**config.mk**
```make
export PLATFORM = sky130hd
export DESIGN_NAME = heat_pump_bus_frame_classifier
export DESIGN_NICKNAME = d
export VERILOG_FILES = /design/src/hw/rtl/hpbfc_pkg.sv /design/src/hw/rtl/heat_pump_bus_frame_classifier.sv
export SDC_FILE = /design/constraint.sdc
export NUM_CORES = 1
export LEC_CHECK = 0
export BUFFER_PORTS_ARGS = -buffer_cell sky130_fd_sc_hd__buf_2
export CORE_MARGIN = 1.5
export CORE_UTILIZATION = 40
export CTS_CLUSTER_DIAMETER = 200
export DETAILED_ROUTE_END_ITERATION = 8
export MAX_ROUTING_LAYER = met4
export PLACE_DENSITY_LB_ADDON = 0.15
export SLEW_MARGIN = 20
export SYNTH_ARGS = -nofsm -noshare
export SYNTH_HDL_FRONTEND = slang
export SYNTH_SLANG_ARGS = --single-unit
```
**constraint.sdc**
```tcl
create_clock -name clk -period 5.8 [get_ports clk]
set_input_delay 1.16 -clock clk [delete_from_list [all_inputs] [get_ports clk]]
set_output_delay 1.16 -clock clk [all_outputs]
set_load 0.05 [all_outputs]
```
**src/hw/rtl/hpbfc_pkg.sv**
```systemverilog
package hpbfc_pkg;

    localparam int MAX_BURST_LEN = 64;
    localparam int LEN_W = 7;
    localparam int HEAD_DEPTH = 5;
    localparam int TAIL_DEPTH = 10;
    localparam int CFG_INDEX_W = 1;
    localparam int TEMP_W = 6;

    localparam logic [7:0] IDLE_BYTE = 8'h01;
    localparam logic [7:0] HB_BYTE_OFF = 8'h04;
    localparam logic [7:0] HB_BYTE_ON = 8'h0C;
    localparam logic [7:0] ACK_BYTE_A = 8'hF1;
    localparam logic [7:0] ACK_BYTE_B = 8'hD5;
    localparam logic [7:0] MODE_HEAT_A = 8'h6C;
    localparam logic [7:0] MODE_HEAT_B = 8'h64;
    localparam logic [7:0] MODE_AUTO_BYTE = 8'h54;
    localparam logic [7:0] MODE_COOL_BYTE = 8'h5C;
    localparam logic [7:0] FLOOD_BYTE = 8'h40;
    localparam logic [7:0] FILL_BYTE = 8'hFF;
    localparam logic [7:0] HEAD_ZERO = 8'h00;
    localparam logic [7:0] HEAD_HALF = 8'h80;

    localparam logic [CFG_INDEX_W-1:0] REG_TEMP_LOW = 1'd0;
    localparam logic [CFG_INDEX_W-1:0] REG_TEMP_HIGH = 1'd1;
    localparam logic [TEMP_W-1:0] TEMP_LOW_RESET = 6'd5;
    localparam logic [TEMP_W-1:0] TEMP_HIGH_RESET = 6'd45;

    localparam logic [3:0] KIND_HEARTBEAT = 4'd0;
    localparam logic [3:0] KIND_ACK = 4'd1;
    localparam logic [3:0] KIND_SENSOR = 4'd2;
    localparam logic [3:0] KIND_ERROR_TAIL = 4'd3;
    localparam logic [3:0] KIND_STATE = 4'd4;
    localparam logic [3:0] KIND_SHORT = 4'd5;
    localparam logic [3:0] KIND_FLOOD = 4'd6;
    localparam logic [3:0] KIND_ISO_SHORT = 4'd7;
    localparam logic [3:0] KIND_ISO_TAIL = 4'd8;
    localparam logic [3:0] KIND_UNKNOWN = 4'd9;

    localparam logic [1:0] MODE_COOL = 2'd0;
    localparam logic [1:0] MODE_AUTO = 2'd1;
    localparam logic [1:0] MODE_HEAT = 2'd2;
    localparam logic [1:0] MODE_NONE = 2'd3;

    localparam logic [2:0] FLAG_REMOTE_POWER = 3'b100;

    localparam logic [TEMP_W-1:0] SETPOINT_MIN = 6'd15;
    localparam logic [TEMP_W-1:0] SETPOINT_MAX = 6'd40;

    typedef struct packed {
        logic       action;
        logic [7:0] rx_byte;
    } bus_item_t;

    typedef struct packed {
        logic [3:0]        frame_kind;
        logic [TEMP_W-1:0] inlet_temp;
        logic [TEMP_W-1:0] outlet_temp;
        logic [TEMP_W-1:0] air_temp;
        logic [TEMP_W-1:0] pipe_temp;
        logic [TEMP_W-1:0] vapour_temp;
        logic [2:0]        status_flags;
        logic              sensors_valid;
        logic [TEMP_W-1:0] sp_request;
        logic [TEMP_W-1:0] sp_confirm;
        logic              confirmed_valid;
        logic [1:0]        mode;
    } frame_item_t;

    function automatic logic [TEMP_W-1:0] dec1(input logic [7:0] x);
        logic [7:0] inv;
        inv = ~x;
        return inv[6:1];
    endfunction

    function automatic logic [TEMP_W-1:0] dec3(input logic [7:0] x);
        logic [7:0] inv;
        inv = ~x;
        return {1'b0, inv[7:3]};
    endfunction

    function automatic logic [1:0] mode_of(input logic [7:0] b);
        logic [1:0] m;
        case (b)
            MODE_HEAT_A:    m = MODE_HEAT;
            MODE_HEAT_B:    m = MODE_HEAT;
            MODE_AUTO_BYTE: m = MODE_AUTO;
            MODE_COOL_BYTE: m = MODE_COOL;
            default:        m = MODE_NONE;
        endcase
        return m;
    endfunction

endpackage

```
**src/hw/rtl/heat_pump_bus_frame_classifier.sv**
```systemverilog
// Latency: an accepted closing item (idle byte or silence) ending a burst of three or
// more bytes alone gives a result, held in the output register from the next cycle on.
// Throughput: one item per cycle, set by the single classify stage between the burst
// registers and the result register; input stalls only while a result waits and the
// open burst already holds three or more bytes.
// Reset: burst length, output valid and the range registers are cleared or preset.
module heat_pump_bus_frame_classifier (
    input  logic                                 clk,
    input  logic                                 rst_n,
    input  logic                                 bus_valid,
    output logic                                 bus_ready,
    input  hpbfc_pkg::bus_item_t                 bus_item,
    output logic                                 frame_valid,
    input  logic                                 frame_ready,
    output hpbfc_pkg::frame_item_t               frame_item,
    input  logic                                 cfg_valid,
    output logic                                 cfg_ready,
    input  logic [hpbfc_pkg::CFG_INDEX_W-1:0]    cfg_index,
    input  logic [hpbfc_pkg::TEMP_W-1:0]         cfg_data
);

    logic [7:0]                   head_reg [hpbfc_pkg::HEAD_DEPTH];
    logic [7:0]                   tail_reg [hpbfc_pkg::TAIL_DEPTH];
    logic [hpbfc_pkg::LEN_W-1:0]  len_reg;
    logic [hpbfc_pkg::LEN_W-1:0]  len_next;
    logic [hpbfc_pkg::TEMP_W-1:0] temp_low_reg;
    logic [hpbfc_pkg::TEMP_W-1:0] temp_high_reg;
    logic                         frame_valid_reg;
    logic                         frame_valid_next;
    hpbfc_pkg::frame_item_t       frame_item_reg;
    hpbfc_pkg::frame_item_t       frame_item_next;

    logic bus_accept;
    logic closing;
    logic can_emit;
    logic emit;
    logic store_byte;

    logic ff1;
    logic ff2;
    logic ff4;
    logic hb12;
    logic hb11;
    logic ack_hit;
    logic head_sensor;
    logic [7:0] h0;

    logic [hpbfc_pkg::TEMP_W-1:0] wi7;
    logic [hpbfc_pkg::TEMP_W-1:0] wo7;
    logic [hpbfc_pkg::TEMP_W-1:0] wi9;
    logic [hpbfc_pkg::TEMP_W-1:0] wo9;
    logic                         valid7;
    logic                         valid9;
    logic [7:0]                   inv3;
    logic [hpbfc_pkg::TEMP_W-1:0] sp_sensor;

    assign can_emit = (len_reg >= hpbfc_pkg::LEN_W'(3));
    assign bus_ready = !frame_valid_reg || frame_ready || !can_emit;
    assign bus_accept = bus_valid && bus_ready;
    assign closing = bus_item.action || (bus_item.rx_byte == hpbfc_pkg::IDLE_BYTE);
    assign emit = bus_accept && closing && can_emit;
    assign store_byte = bus_accept && !closing
        && (len_reg < hpbfc_pkg::LEN_W'(hpbfc_pkg::MAX_BURST_LEN));
    assign cfg_ready = 1'b1;
    assign frame_valid = frame_valid_reg;
    assign frame_item = frame_item_reg;

    always_comb
    begin
        len_next = len_reg;
        if (bus_accept)
        begin
            if (store_byte)
            begin
                len_next = len_reg + hpbfc_pkg::LEN_W'(1);
            end
            else
            begin
                len_next = '0;
            end
        end
    end

    always_ff @(posedge clk or negedge rst_n)
    begin
        if (!rst_n)
        begin
            len_reg <= '0;
            temp_low_reg <= hpbfc_pkg::TEMP_LOW_RESET;
            temp_high_reg <= hpbfc_pkg::TEMP_HIGH_RESET;
            frame_valid_reg <= 1'b0;
        end
        else
        begin
            len_reg <= len_next;
            frame_valid_reg <= frame_valid_next;
            if (cfg_valid && cfg_ready)
            begin
                case (cfg_index)
                    hpbfc_pkg::REG_TEMP_LOW:  temp_low_reg <= cfg_data;
                    hpbfc_pkg::REG_TEMP_HIGH: temp_high_reg <= cfg_data;
                    default: ;
                endcase
            end
        end
    end

    // The head keeps the first bytes of the burst; the tail holds the newest byte first.
    always_ff @(posedge clk)
    begin
        if (store_byte)
        begin
            for (int i = 0; i < hpbfc_pkg::HEAD_DEPTH; i++)
            begin
                if (len_reg == hpbfc_pkg::LEN_W'(i))
                begin
                    head_reg[i] <= bus_item.rx_byte;
                end
            end
            tail_reg[0] <= bus_item.rx_byte;
            for (int i = 1; i < hpbfc_pkg::TAIL_DEPTH; i++)
            begin
                tail_reg[i] <= tail_reg[i-1];
            end
        end
        if (emit)
        begin
            frame_item_reg <= frame_item_next;
        end
    end

    always_comb
    begin
        frame_valid_next = frame_valid_reg;
        if (emit)
        begin
            frame_valid_next = 1'b1;
        end
        else if (frame_ready)
        begin
            frame_valid_next = 1'b0;
        end
    end

    assign h0 = head_reg[0];
    assign ff1 = (tail_reg[0] == hpbfc_pkg::FILL_BYTE);
    assign ff2 = (tail_reg[1] == hpbfc_pkg::FILL_BYTE);
    assign ff4 = (len_reg >= hpbfc_pkg::LEN_W'(4)) && (tail_reg[3] == hpbfc_pkg::FILL_BYTE);
    assign hb12 = (len_reg == hpbfc_pkg::LEN_W'(12))
        && ((head_reg[1] == hpbfc_pkg::HB_BYTE_OFF) || (head_reg[1] == hpbfc_pkg::HB_BYTE_ON))
        && (head_reg[2] == hpbfc_pkg::FILL_BYTE);
    assign hb11 = (len_reg == hpbfc_pkg::LEN_W'(11))
        && ((h0 == hpbfc_pkg::HB_BYTE_OFF) || (h0 == hpbfc_pkg::HB_BYTE_ON))
        && (head_reg[1] == hpbfc_pkg::FILL_BYTE);
    assign ack_hit = ((len_reg >= hpbfc_pkg::LEN_W'(7)) && (len_reg <= hpbfc_pkg::LEN_W'(13))
            && (head_reg[1] == hpbfc_pkg::ACK_BYTE_A) && (head_reg[3] == hpbfc_pkg::ACK_BYTE_B))
        || ((len_reg >= hpbfc_pkg::LEN_W'(6)) && (len_reg <= hpbfc_pkg::LEN_W'(13))
            && (h0 == hpbfc_pkg::ACK_BYTE_A) && (head_reg[2] == hpbfc_pkg::ACK_BYTE_B));
    assign head_sensor = (h0 == hpbfc_pkg::FILL_BYTE) || (h0 == hpbfc_pkg::HEAD_ZERO)
        || (h0 == hpbfc_pkg::HEAD_HALF);

    assign wi7 = hpbfc_pkg::dec3(tail_reg[6]);
    assign wo7 = hpbfc_pkg::dec1(tail_reg[2]);
    assign wi9 = hpbfc_pkg::dec3(tail_reg[8]);
    assign wo9 = hpbfc_pkg::dec1(tail_reg[4]);
    assign valid7 = (wi7 >= temp_low_reg) && (wi7 <= temp_high_reg)
        && (wo7 >= temp_low_reg) && (wo7 <= temp_high_reg);
    assign valid9 = (wi9 >= temp_low_reg) && (wi9 <= temp_high_reg)
        && (wo9 >= temp_low_reg) && (wo9 <= temp_high_reg);
    assign inv3 = ~tail_reg[2];
    assign sp_sensor = hpbfc_pkg::dec3((h0 == hpbfc_pkg::FILL_BYTE) ? head_reg[3] : head_reg[2]);

    always_comb
    begin
        frame_item_next = '0;
        frame_item_next.mode = hpbfc_pkg::MODE_NONE;
        if (hb12 || hb11)
        begin
            frame_item_next.frame_kind = hpbfc_pkg::KIND_HEARTBEAT;
            frame_item_next.sp_request =
                hpbfc_pkg::dec1(hb12 ? head_reg[4] : head_reg[3]);
            frame_item_next.sp_confirm =
                hpbfc_pkg::dec1(hb12 ? head_reg[3] : head_reg[2]);
            frame_item_next.confirmed_valid = 1'b1;
            if ((hb12 ? head_reg[1] : h0) == hpbfc_pkg::HB_BYTE_ON)
            begin
                frame_item_next.status_flags = hpbfc_pkg::FLAG_REMOTE_POWER;
            end
        end
        else if (ack_hit)
        begin
            frame_item_next.frame_kind = hpbfc_pkg::KIND_ACK;
        end
        else if (head_sensor)
        begin
            if ((len_reg >= hpbfc_pkg::LEN_W'(9)) && ff1 && ff2 && ff4)
            begin
                frame_item_next.frame_kind = hpbfc_pkg::KIND_SENSOR;
                frame_item_next.inlet_temp = wi9;
                frame_item_next.outlet_temp = wo9;
                frame_item_next.air_temp = hpbfc_pkg::dec1(tail_reg[7]);
                frame_item_next.pipe_temp = hpbfc_pkg::dec1(tail_reg[6]);
                frame_item_next.vapour_temp = hpbfc_pkg::dec1(tail_reg[5]);
                frame_item_next.sensors_valid = valid9;
                frame_item_next.status_flags = {1'b0, inv3[1], inv3[4]};
                if (len_reg >= hpbfc_pkg::LEN_W'(24))
                begin
                    frame_item_next.mode = hpbfc_pkg::mode_of(tail_reg[9]);
                    if ((sp_sensor >= hpbfc_pkg::SETPOINT_MIN)
                        && (sp_sensor <= hpbfc_pkg::SETPOINT_MAX))
                    begin
                        frame_item_next.sp_confirm = sp_sensor;
                        frame_item_next.confirmed_valid = 1'b1;
                    end
                end
            end
            else if ((len_reg >= hpbfc_pkg::LEN_W'(7)) && (len_reg <= hpbfc_pkg::LEN_W'(12))
                && ff1 && ff2)
            begin
                frame_item_next.frame_kind = hpbfc_pkg::KIND_ERROR_TAIL;
                frame_item_next.inlet_temp = wi7;
                frame_item_next.outlet_temp = wo7;
                frame_item_next.air_temp = hpbfc_pkg::dec1(tail_reg[5]);
                frame_item_next.pipe_temp = hpbfc_pkg::dec1(tail_reg[4]);
                frame_item_next.vapour_temp = hpbfc_pkg::dec1(tail_reg[3]);
                frame_item_next.sensors_valid = valid7;
            end
            else
            begin
                frame_item_next.frame_kind = hpbfc_pkg::KIND_STATE;
                if (len_reg >= hpbfc_pkg::LEN_W'(15))
                begin
                    frame_item_next.mode = hpbfc_pkg::mode_of(tail_reg[0]);
                end
            end
        end
        else if (len_reg <= hpbfc_pkg::LEN_W'(4))
        begin
            frame_item_next.frame_kind = hpbfc_pkg::KIND_SHORT;
        end
        else if (h0 == hpbfc_pkg::FLOOD_BYTE)
        begin
            frame_item_next.frame_kind = hpbfc_pkg::KIND_FLOOD;
        end
        else if ((len_reg == hpbfc_pkg::LEN_W'(7)) && ff1 && ff2 && valid7)
        begin
            frame_item_next.frame_kind = hpbfc_pkg::KIND_ISO_SHORT;
            frame_item_next.inlet_temp = wi7;
            frame_item_next.outlet_temp = wo7;
            frame_item_next.air_temp = hpbfc_pkg::dec1(tail_reg[5]);
            frame_item_next.pipe_temp = hpbfc_pkg::dec1(tail_reg[4]);
            frame_item_next.vapour_temp = hpbfc_pkg::dec1(tail_reg[3]);
            frame_item_next.sensors_valid = 1'b1;
        end
        else if ((len_reg == hpbfc_pkg::LEN_W'(9)) && ff1 && ff2 && ff4)
        begin
            frame_item_next.frame_kind = hpbfc_pkg::KIND_ISO_TAIL;
            frame_item_next.inlet_temp = wi9;
            frame_item_next.outlet_temp = wo9;
            frame_item_next.air_temp = hpbfc_pkg::dec1(tail_reg[7]);
            frame_item_next.pipe_temp = hpbfc_pkg::dec1(tail_reg[6]);
            frame_item_next.vapour_temp = hpbfc_pkg::dec1(tail_reg[5]);
            frame_item_next.sensors_valid = valid9;
            frame_item_next.status_flags = {1'b0, inv3[1], inv3[4]};
        end
        else
        begin
            frame_item_next.frame_kind = hpbfc_pkg::KIND_UNKNOWN;
        end
    end

`ifndef SYNTHESIS
    a_len_bounded: assert property (@(posedge clk) disable iff (!rst_n)
        len_reg <= hpbfc_pkg::LEN_W'(hpbfc_pkg::MAX_BURST_LEN))
        else $error("Burst length exceeds the buffer limit.");

    a_result_from_close: assert property (@(posedge clk) disable iff (!rst_n)
        $rose(frame_valid) |-> $past(bus_valid && bus_ready && closing
            && (len_reg >= hpbfc_pkg::LEN_W'(3))))
        else $error("A result appeared without a closed burst.");

    a_stall_reason: assert property (@(posedge clk) disable iff (!rst_n)
        !bus_ready |-> (frame_valid && !frame_ready && (len_reg >= hpbfc_pkg::LEN_W'(3))))
        else $error("Input stalled without a waiting result.");

    a_close_clears_len: assert property (@(posedge clk) disable iff (!rst_n)
        (bus_valid && bus_ready && closing) |=> (len_reg == '0))
        else $error("Burst length not cleared after a closing item.");
`endif

endmodule
```
==> results of run 1 <==
## cells by family after synthesis
family | count (synthesis) | share of synthesized area, %
other | 2 | 0.0889
muxes | 9 | 1.17
DFF | 190 | 66.5
buffers and inverters | 56 | 3.07
adders and majority gates | 48 | 7.11
and+or+nand+nor | 186 | 12.3
AOI/OAI and AO/OA | 124 | 9.63
xor gates and xnor gates | 1 | 0.104
## report_power, final
group	switching (uW)	total (uW)	internal [uW]	leakage [uW]
Sequential	100	1740	1640	0.00182
Clock	501	1050	550	0.000252
Combinational	405	558	153	0.00144
Total	1010	3350	2350	0.00350
## worst paths after layout
path,from,cells after the start,to
min reg2reg,tail_reg[7][7],0,tail_reg[8][7]
max in group asynchronous,rst_n,1,temp_low_reg[2]
max,len_reg[0],4,bus_ready
max reg2reg,len_reg[0],7,tail_reg[9][4]
min,tail_reg[7][7],0,tail_reg[8][7]
min in group asynchronous,rst_n,1,len_reg[2]
## cells in the final DEF (no fill, tap or decap), types with 18 or more instances in the layout
cell      count
and2_1       35
o22ai_1      38
ha_1         48
inv_1        33
a21oi_1      26
edfxtp_1    170
o21ai_0      20
buf_2        74
nand4_1      18
nand2_1      33
nand3_1      25
## critical path, stage by stage, from the launching register on
cell and delay [ps]:
dfrtp_1 500, ha_1 390, a21o_1 290, o311ai_4 330
buf_2 320
## Yosys cell counts, types with 3 or more instances
cell,n,area share [%]
a21boi_0,3,0.27
a21o_1,4,0.36
a21oi_1,26,1.5
a31oi_1,4,0.30
and2_1,35,2.6
and3_1,4,0.30
buf_2,8,0.47
buf_6,4,0.53
clkbuf_1,8,0.36
dfrtp_1,14,4.1
dfstp_2,6,1.9
edfxtp_1,170,60
ha_1,48,7.1
inv_1,33,1.5
mux2_2,7,0.93
nand2_1,33,1.5
nand2b_1,7,0.52
nand3_1,25,1.5
nand3b_1,3,0.27
nand4_1,18,1.3
nor2_1,17,0.76
nor2b_1,6,0.44
nor3_1,7,0.41
nor3b_1,4,0.36
nor4_1,10,0.74
o211ai_1,3,0.27
o21ai_0,20,1.2
o221ai_1,4,0.41
o22ai_1,38,2.8
o41ai_1,3,0.31
## routing by layer
metal	up-vias	part of all wire (%)	track usage, %
li1	2517	-	-
met1	2616	47	25.8
met2	175	47	28.2
met3	19	5.6	3.56
met4	0	0.97	3.37
met5	-	0	-
## area by class of cell
| cell class | instances | area [sq um] |
|---|---|---|
| multi-input cells | 370 | 2580 |
| inverters | 34 | 129 |
| fillers | 1864 | 10900 |
| well taps | 270 | 338 |
| repair buffers | 76 | 385 |
| clock inverters | 13 | 90.1 |
| flip-flops and latches | 190 | 5610 |
| clock buffers | 19 | 433 |
## per-stage QoR
stage | setup WS, ps | total power (uW) | cells | hold slack, ps | utilization (%)
2_1_floorplan | 1400 | 2160 | 616 | 400 | -
3_3_place_gp | 2210 | 2310 | 940 | 402 | 44.1
3_5_place_dp | 2120 | 2330 | 940 | 405 | 44.2
4_1_cts | 2380 | 3380 | 972 | 421 | 46.7
5_1_grt | 2240 | 3500 | 972 | 424 | 46.7
6_report | 2370 | 3350 | 972 | 419 | 46.7
==> qor.txt, run 1 <==
Peak supply drop: 0.222 mV
Yosys reg bits: 190
Core Box Area: 20,500 sq um
Seq/Total Area, Yosys: 66.5%
Yosys warning count: 0
WP data required: 4640 ps
Max FFs per register: 80
Number of synthesized flops with an enable pin: 170
Final nets: 758
Initial Util: 41.2%
Largest net degree at the start of global routing: 82
Clk root buf: clkbuf_16
Crit path launch type: flip-flop
DRT Wirelength: 19.0 mm
R2R Setup Slk: 2450 ps
Share of layout cells above drive strength 1: 18.4%
Setup Skew: 8.84 ps
Synth Instances: 616
DIE HEIGHT: 148 microns
Critical Path AT: 2270 ps
Cts repair resizes: 0
DRT Pass-1 Iters: 5
Std cell rows: 52
First-pass GRT wire length: 29.3 mm
Synth cell types: 61
RD Place Congestion: 0.920
WL/cell: 19.5 microns
Final Hold Fails: 0
Crit Path Max Fanout: 11
Initial antenna violation count: 0
Boundary Pins: 77
Hpwl dp: 13.7 mm
Clk_lat worst skew: 430 ps
Status: complete, no violations
Finish-stage setup viols: 0
Worst Setup End Kind: output pin
Routed Antenna Nets: 0
H-Tree Depth: 4
Setup bufs post-CTS: 0
Vias/cell: 5.48
CTS Buffer Depth: 2
CTS buffer count: 17
Synth async-reset ratio: 10.5%
DRC: 0
RSZ-0062 raised after global routing: false
Max-slew violation count: 0
Power density over the cells: 350 nW/um^2
I/O Buffers: 74
Full die area: 22,000 sq um
CTS Hold Bufs: 0
Leakage Power: 0.00350 uW
Area Growth Syn to Fin: 13.4%
Number of global-route vias before repair: 5,093
Cell area after layout: 9570 sq um
Placed instance area: 9050 sq um
Synthesized area per cell: 13.7 sq um
DRT iter0 DRCs: 450
Final Critical Period: 3430 ps
Mapped cell area: 8440 sq um
CTS tree: yes
Syn_nets: 685
Via count: 5,327
Hold/Removal Path Class: reg -> reg
CTS Sinks: 190
Overflow after GRT: 0
Final worst-path cycle share: 59.1%
Slew margin rel.: 31.5%
Top_reg_cell synth: edfxtp_1
F_max: 292 MHz
Diodes inserted: 0
Max-Cap Viols: 0
Total track usage: 18.4%
Actual slew at the worst max-slew pin: 1030 ps
Setup TNS: 0 ps
Crit Path Category: reg -> out
Clk slew on worst S/H paths: 70 ps
Die X: 148 microns
(Power assumes the default switching activity.)
==> inputs of run 2 (changes only) <==
- ABC_AREA: not set -> 1
- clock period: 5.8 -> 2.76 ns (I/O delays scaled with it)
==> run 2 against run 1 <==
First-iteration DRC count decreased by 10%; via count increased by 11%; largest power group unchanged; sequential share of layout area decreased by 4.1 points; combinational power increased by 31%; critical path type is now reg -> reg; worst setup slack got worse by 2100 ps; critical endpoint is now frame_item[19].
==> qor.txt, run 2 <==
Synth cell types: 41 (-33%)
Multi-input logic area: 2810 sq um (+8.7%)
Routed Antenna Nets: 0 (unchanged)
Setup Skew: 13.3 ps (+4.46 ps)
Non-Filler Instances: 1,190 (+22%)
Reg2Reg Depth: 10 (+3)
Max-Cap Viols: 0 (unchanged)
Diodes inserted: 0 (unchanged)
Most common cell in the synthesized netlist: edfxtp_1
RSZ-0062 raised after global routing: false
Top_reg_cell synth: edfxtp_1
F_max: 404 MHz
Worst Setup End Kind: flip-flop
CTS Buffer Depth: 2 (unchanged)
Peak supply drop: 0.401 mV (+80%)
Synthesized area per cell: 11.1 sq um (-19%)
Final core utilization: 47.2% (+0.49 points)
FF+latch area: 5610 sq um (unchanged)
Simple-gate portion of the synthesized area: 16.8% (+4.4 points)
Crit path launch type: flip-flop
Syn_nets: 872 (+27%)
Commonest non-fill, non-tap cell in the layout: edfxtp_1
Std cell rows: 54 (+3.8%)
Buf/Inv on CP: 2 (+1)
Clk slew on worst S/H paths: 80 ps (about the same)
Worst path slowest cell: dfrtp_1
Dominant cells by area after synthesis: edfxtp_1, ha_1, nand2_1
Total track usage: 19.2% (+0.75 points)
DIE HEIGHT: 152 microns (+2.5%)
Clk network pwr share: 37.5% (+6.1 points)
Crit Path Category: reg -> reg
Fill cells: 2,046 (+9.8%)
Crit Path Max Fanout: 27 (+16)
I/O Buffers: 74 (unchanged)
Share of layout cells above drive strength 1: 20.0% (+1.6 points)
RD Place Congestion: 0.891 (-3.1%)
Initial Util: 40.7% (-0.50 points)
Hold/Removal Path Class: in -> async
Synth async-reset ratio: 10.5% (unchanged)
Cell area after layout: 10,300 sq um (+7.6%)
Grt met2 use: 29.9% (+1.7 points)
Max-slew violation count: 0 (unchanged)
Net Sw Frac: 27.1% (-2.9 points)
Slew margin rel.: 58.2% (+27 points)
R2R Setup Slk: 280 ps (-2170 ps)
Cell taking the most area after synthesis: edfxtp_1
GRT Max-Usage Layer: met2
Core Box Area: 21,800 sq um (+6.5%)
DRC: 0 (unchanged)
P_int: 4800 uW (+100%)
Vias/cell: 4.98 (-9.1%)
CTS Hold Bufs: 0 (unchanged)
Synth top area share: 57.5% (-3.0 points)
Overflow after GRT: 0 (unchanged)
Placed instance area: 9700 sq um (+7.1%)
Max FFs per register: 80 (unchanged)
Power density over the cells: 640 nW/um^2 (+83%)
Post-Synth Adder-Cell Area: 6.76% (-0.35 points)
Main combinational cell family by area after synthesis: simple AND/OR/NAND/NOR gates
DRT iter0 DRCs: 403 (-10%)
Final Hold Fails: 0 (unchanged)
First-pass GRT wire length: 32.8 mm (+12%)
Final worst-path cycle share: 89.7%
Yosys warning count: 0 (unchanged)
CP Depth: 10 (+6)
Leakage Power: 0.00421 uW (+20%)
Mapped cell area: 8880 sq um (+5.2%)
Crit Reg-Reg Startpoint: len_reg[1]
Largest net degree at the start of global routing: 84 (+2.4%)
Combinational power share: 11.1% (-5.5 points)
Final Critical Period: 2480 ps
Number of synthesized flops with an enable pin: 170 (unchanged)
DP Cell Count: 1,158 (+23%)
GR Util met1: 26.5% (+0.70 points)
Seq pwr share: 51.4% (-0.6 points)
Boundary Pins: 77 (unchanged)
Yosys reg bits: 190 (unchanged)
CTS buffer count: 17 (unchanged)
Critical Path AT: 2640 ps (+370 ps)
Status: complete, no violations
Synth Instances: 803 (+30%)
DRT Wirelength: 20.7 mm (+9.0%)
WL/cell: 17.4 microns (-11%)
Initial antenna violation count: 0 (unchanged)
Final nets: 966 (+27%)
Cts repair resizes: 0 (unchanged)
DRT Pass-1 Iters: 5 (unchanged)
P_sw: 1790 uW (+78%)
Setup bufs post-CTS: 0 (unchanged)
Clk_lat worst skew: 430 ps (about the same)
Seq/Total Area, Yosys: 63.2% (-3.3 points)
Clk root buf: clkbuf_16
Most frequent cells in the layout: edfxtp_1, nand2_1, inv_1
CP delay by family, top: simple AND/OR/NAND/NOR gates
Post-synthesis mux area share: 0.113% (-1.1 points)
H-Tree Depth: 4 (unchanged)
Area Growth Syn to Fin: 16.0%
Actual slew at the worst max-slew pin: 623 ps (-404 ps)
Hpwl dp: 15.3 mm (+12%)
Crit-path cells: inv_1 -> ha_1 -> inv_1 -> nor2_1 -> a21oi_1 -> nor2_2 -> nand2_1 -> nand2_4 -> nand2_4 -> o21ai_0
Die X: 152 microns (+2.5%)
Via count: 5,929 (+11%)
Synth top cells by count: edfxtp_1, nand2_1, inv_1, nor2_1, ha_1
Finish-stage setup viols: 0 (unchanged)
CTS tree: yes
CTS Sinks: 190 (unchanged)
Slowest stage delay, CP: 430 ps (-70 ps)
Worst r2r dst: frame_item[19]
Full die area: 23,100 sq um (+5.1%)
Post-synthesis xor/xnor area fraction: 0.197% (+0.094 points)
Number of global-route vias before repair: 5,779 (+13%)
Synth Area in Compound Gates: 7.14% (-2.5 points)
Grt met3 use: 2.51% (-1.0 points)
WP data required: 2920 ps (-1720 ps)
==> run 2: power groups by stage <==
stage | logic (uW) | clock network, uW | registers (uW)
finish | 732 | 2470 | 3390
CTS | 737 | 2520 | 3390
global placement | 726 | 0 | 3450
global route | 827 | 2640 | 3410
detailed placement | 735 | 0 | 3450
floorplan | 388 | 0 | 3550
==> run 2: cell families (layout without fill, tap and decap cells) <==
family / after synthesis / in the layout
AO/OA/AOI/OAI: 105 / 105
other: 2 / 2
XOR/XNOR: 2 / 2
AND/OR/NAND/NOR: 334 / 334
multiplexers: 1 / 1
flip-flops: 190 / 190
buffers and inverters: 121 / 228
adder cells (fa/ha/maj): 48 / 48
==> run 2: final cells by class <==
class / count / area share, %
Sequential cell: 190 / 54.5
Multi-Input combinational cell: 492 / 27.3
Timing Repair Buffer: 90 / 5.16
Clock buffer: 18 / 4.17
Inverter: 106 / 3.86
Tap cell: 280 / 3.40
Clock inverter: 14 / 1.65
==> run 2: stage by stage <==
| step | power (uW) | hold WS, ps | setup WS (ps) | TNS (ps) |
|---|---|---|---|---|
| 6_report | 6590 | 69.0 | 283 | 0 |
| 5_1_grt | 6870 | 94.2 | 23.3 | 0 |
| 4_1_cts | 6650 | 69.2 | 138 | 0 |
| 3_5_place_dp | 4190 | 405 | 152 | 0 |
| 3_3_place_gp | 4170 | 401 | 135 | 0 |
| 2_1_floorplan | 3940 | 256 | -912 | -73040 |
==> run 2: worst max-delay path by stage <==
stage	startpoint	to	slack [ps]
after floorplan	len_reg[5]	head_reg[0][10]	-910
after global placement	temp_high_reg[5]	frame_item[19]	140
after detailed placement	temp_high_reg[5]	frame_item[26]	150
after CTS	temp_high_reg[5]	frame_item[26]	140
after global routing	len_reg[1]	frame_item[19]	20
final	len_reg[1]	frame_item[19]	280
==> run 2: layer usage <==
metal	vias up	share of wire [%]
met2	135	47
met1	2834	48
li1	2941	-
met4	0	1.1
met3	19	3.6
met5	-	0
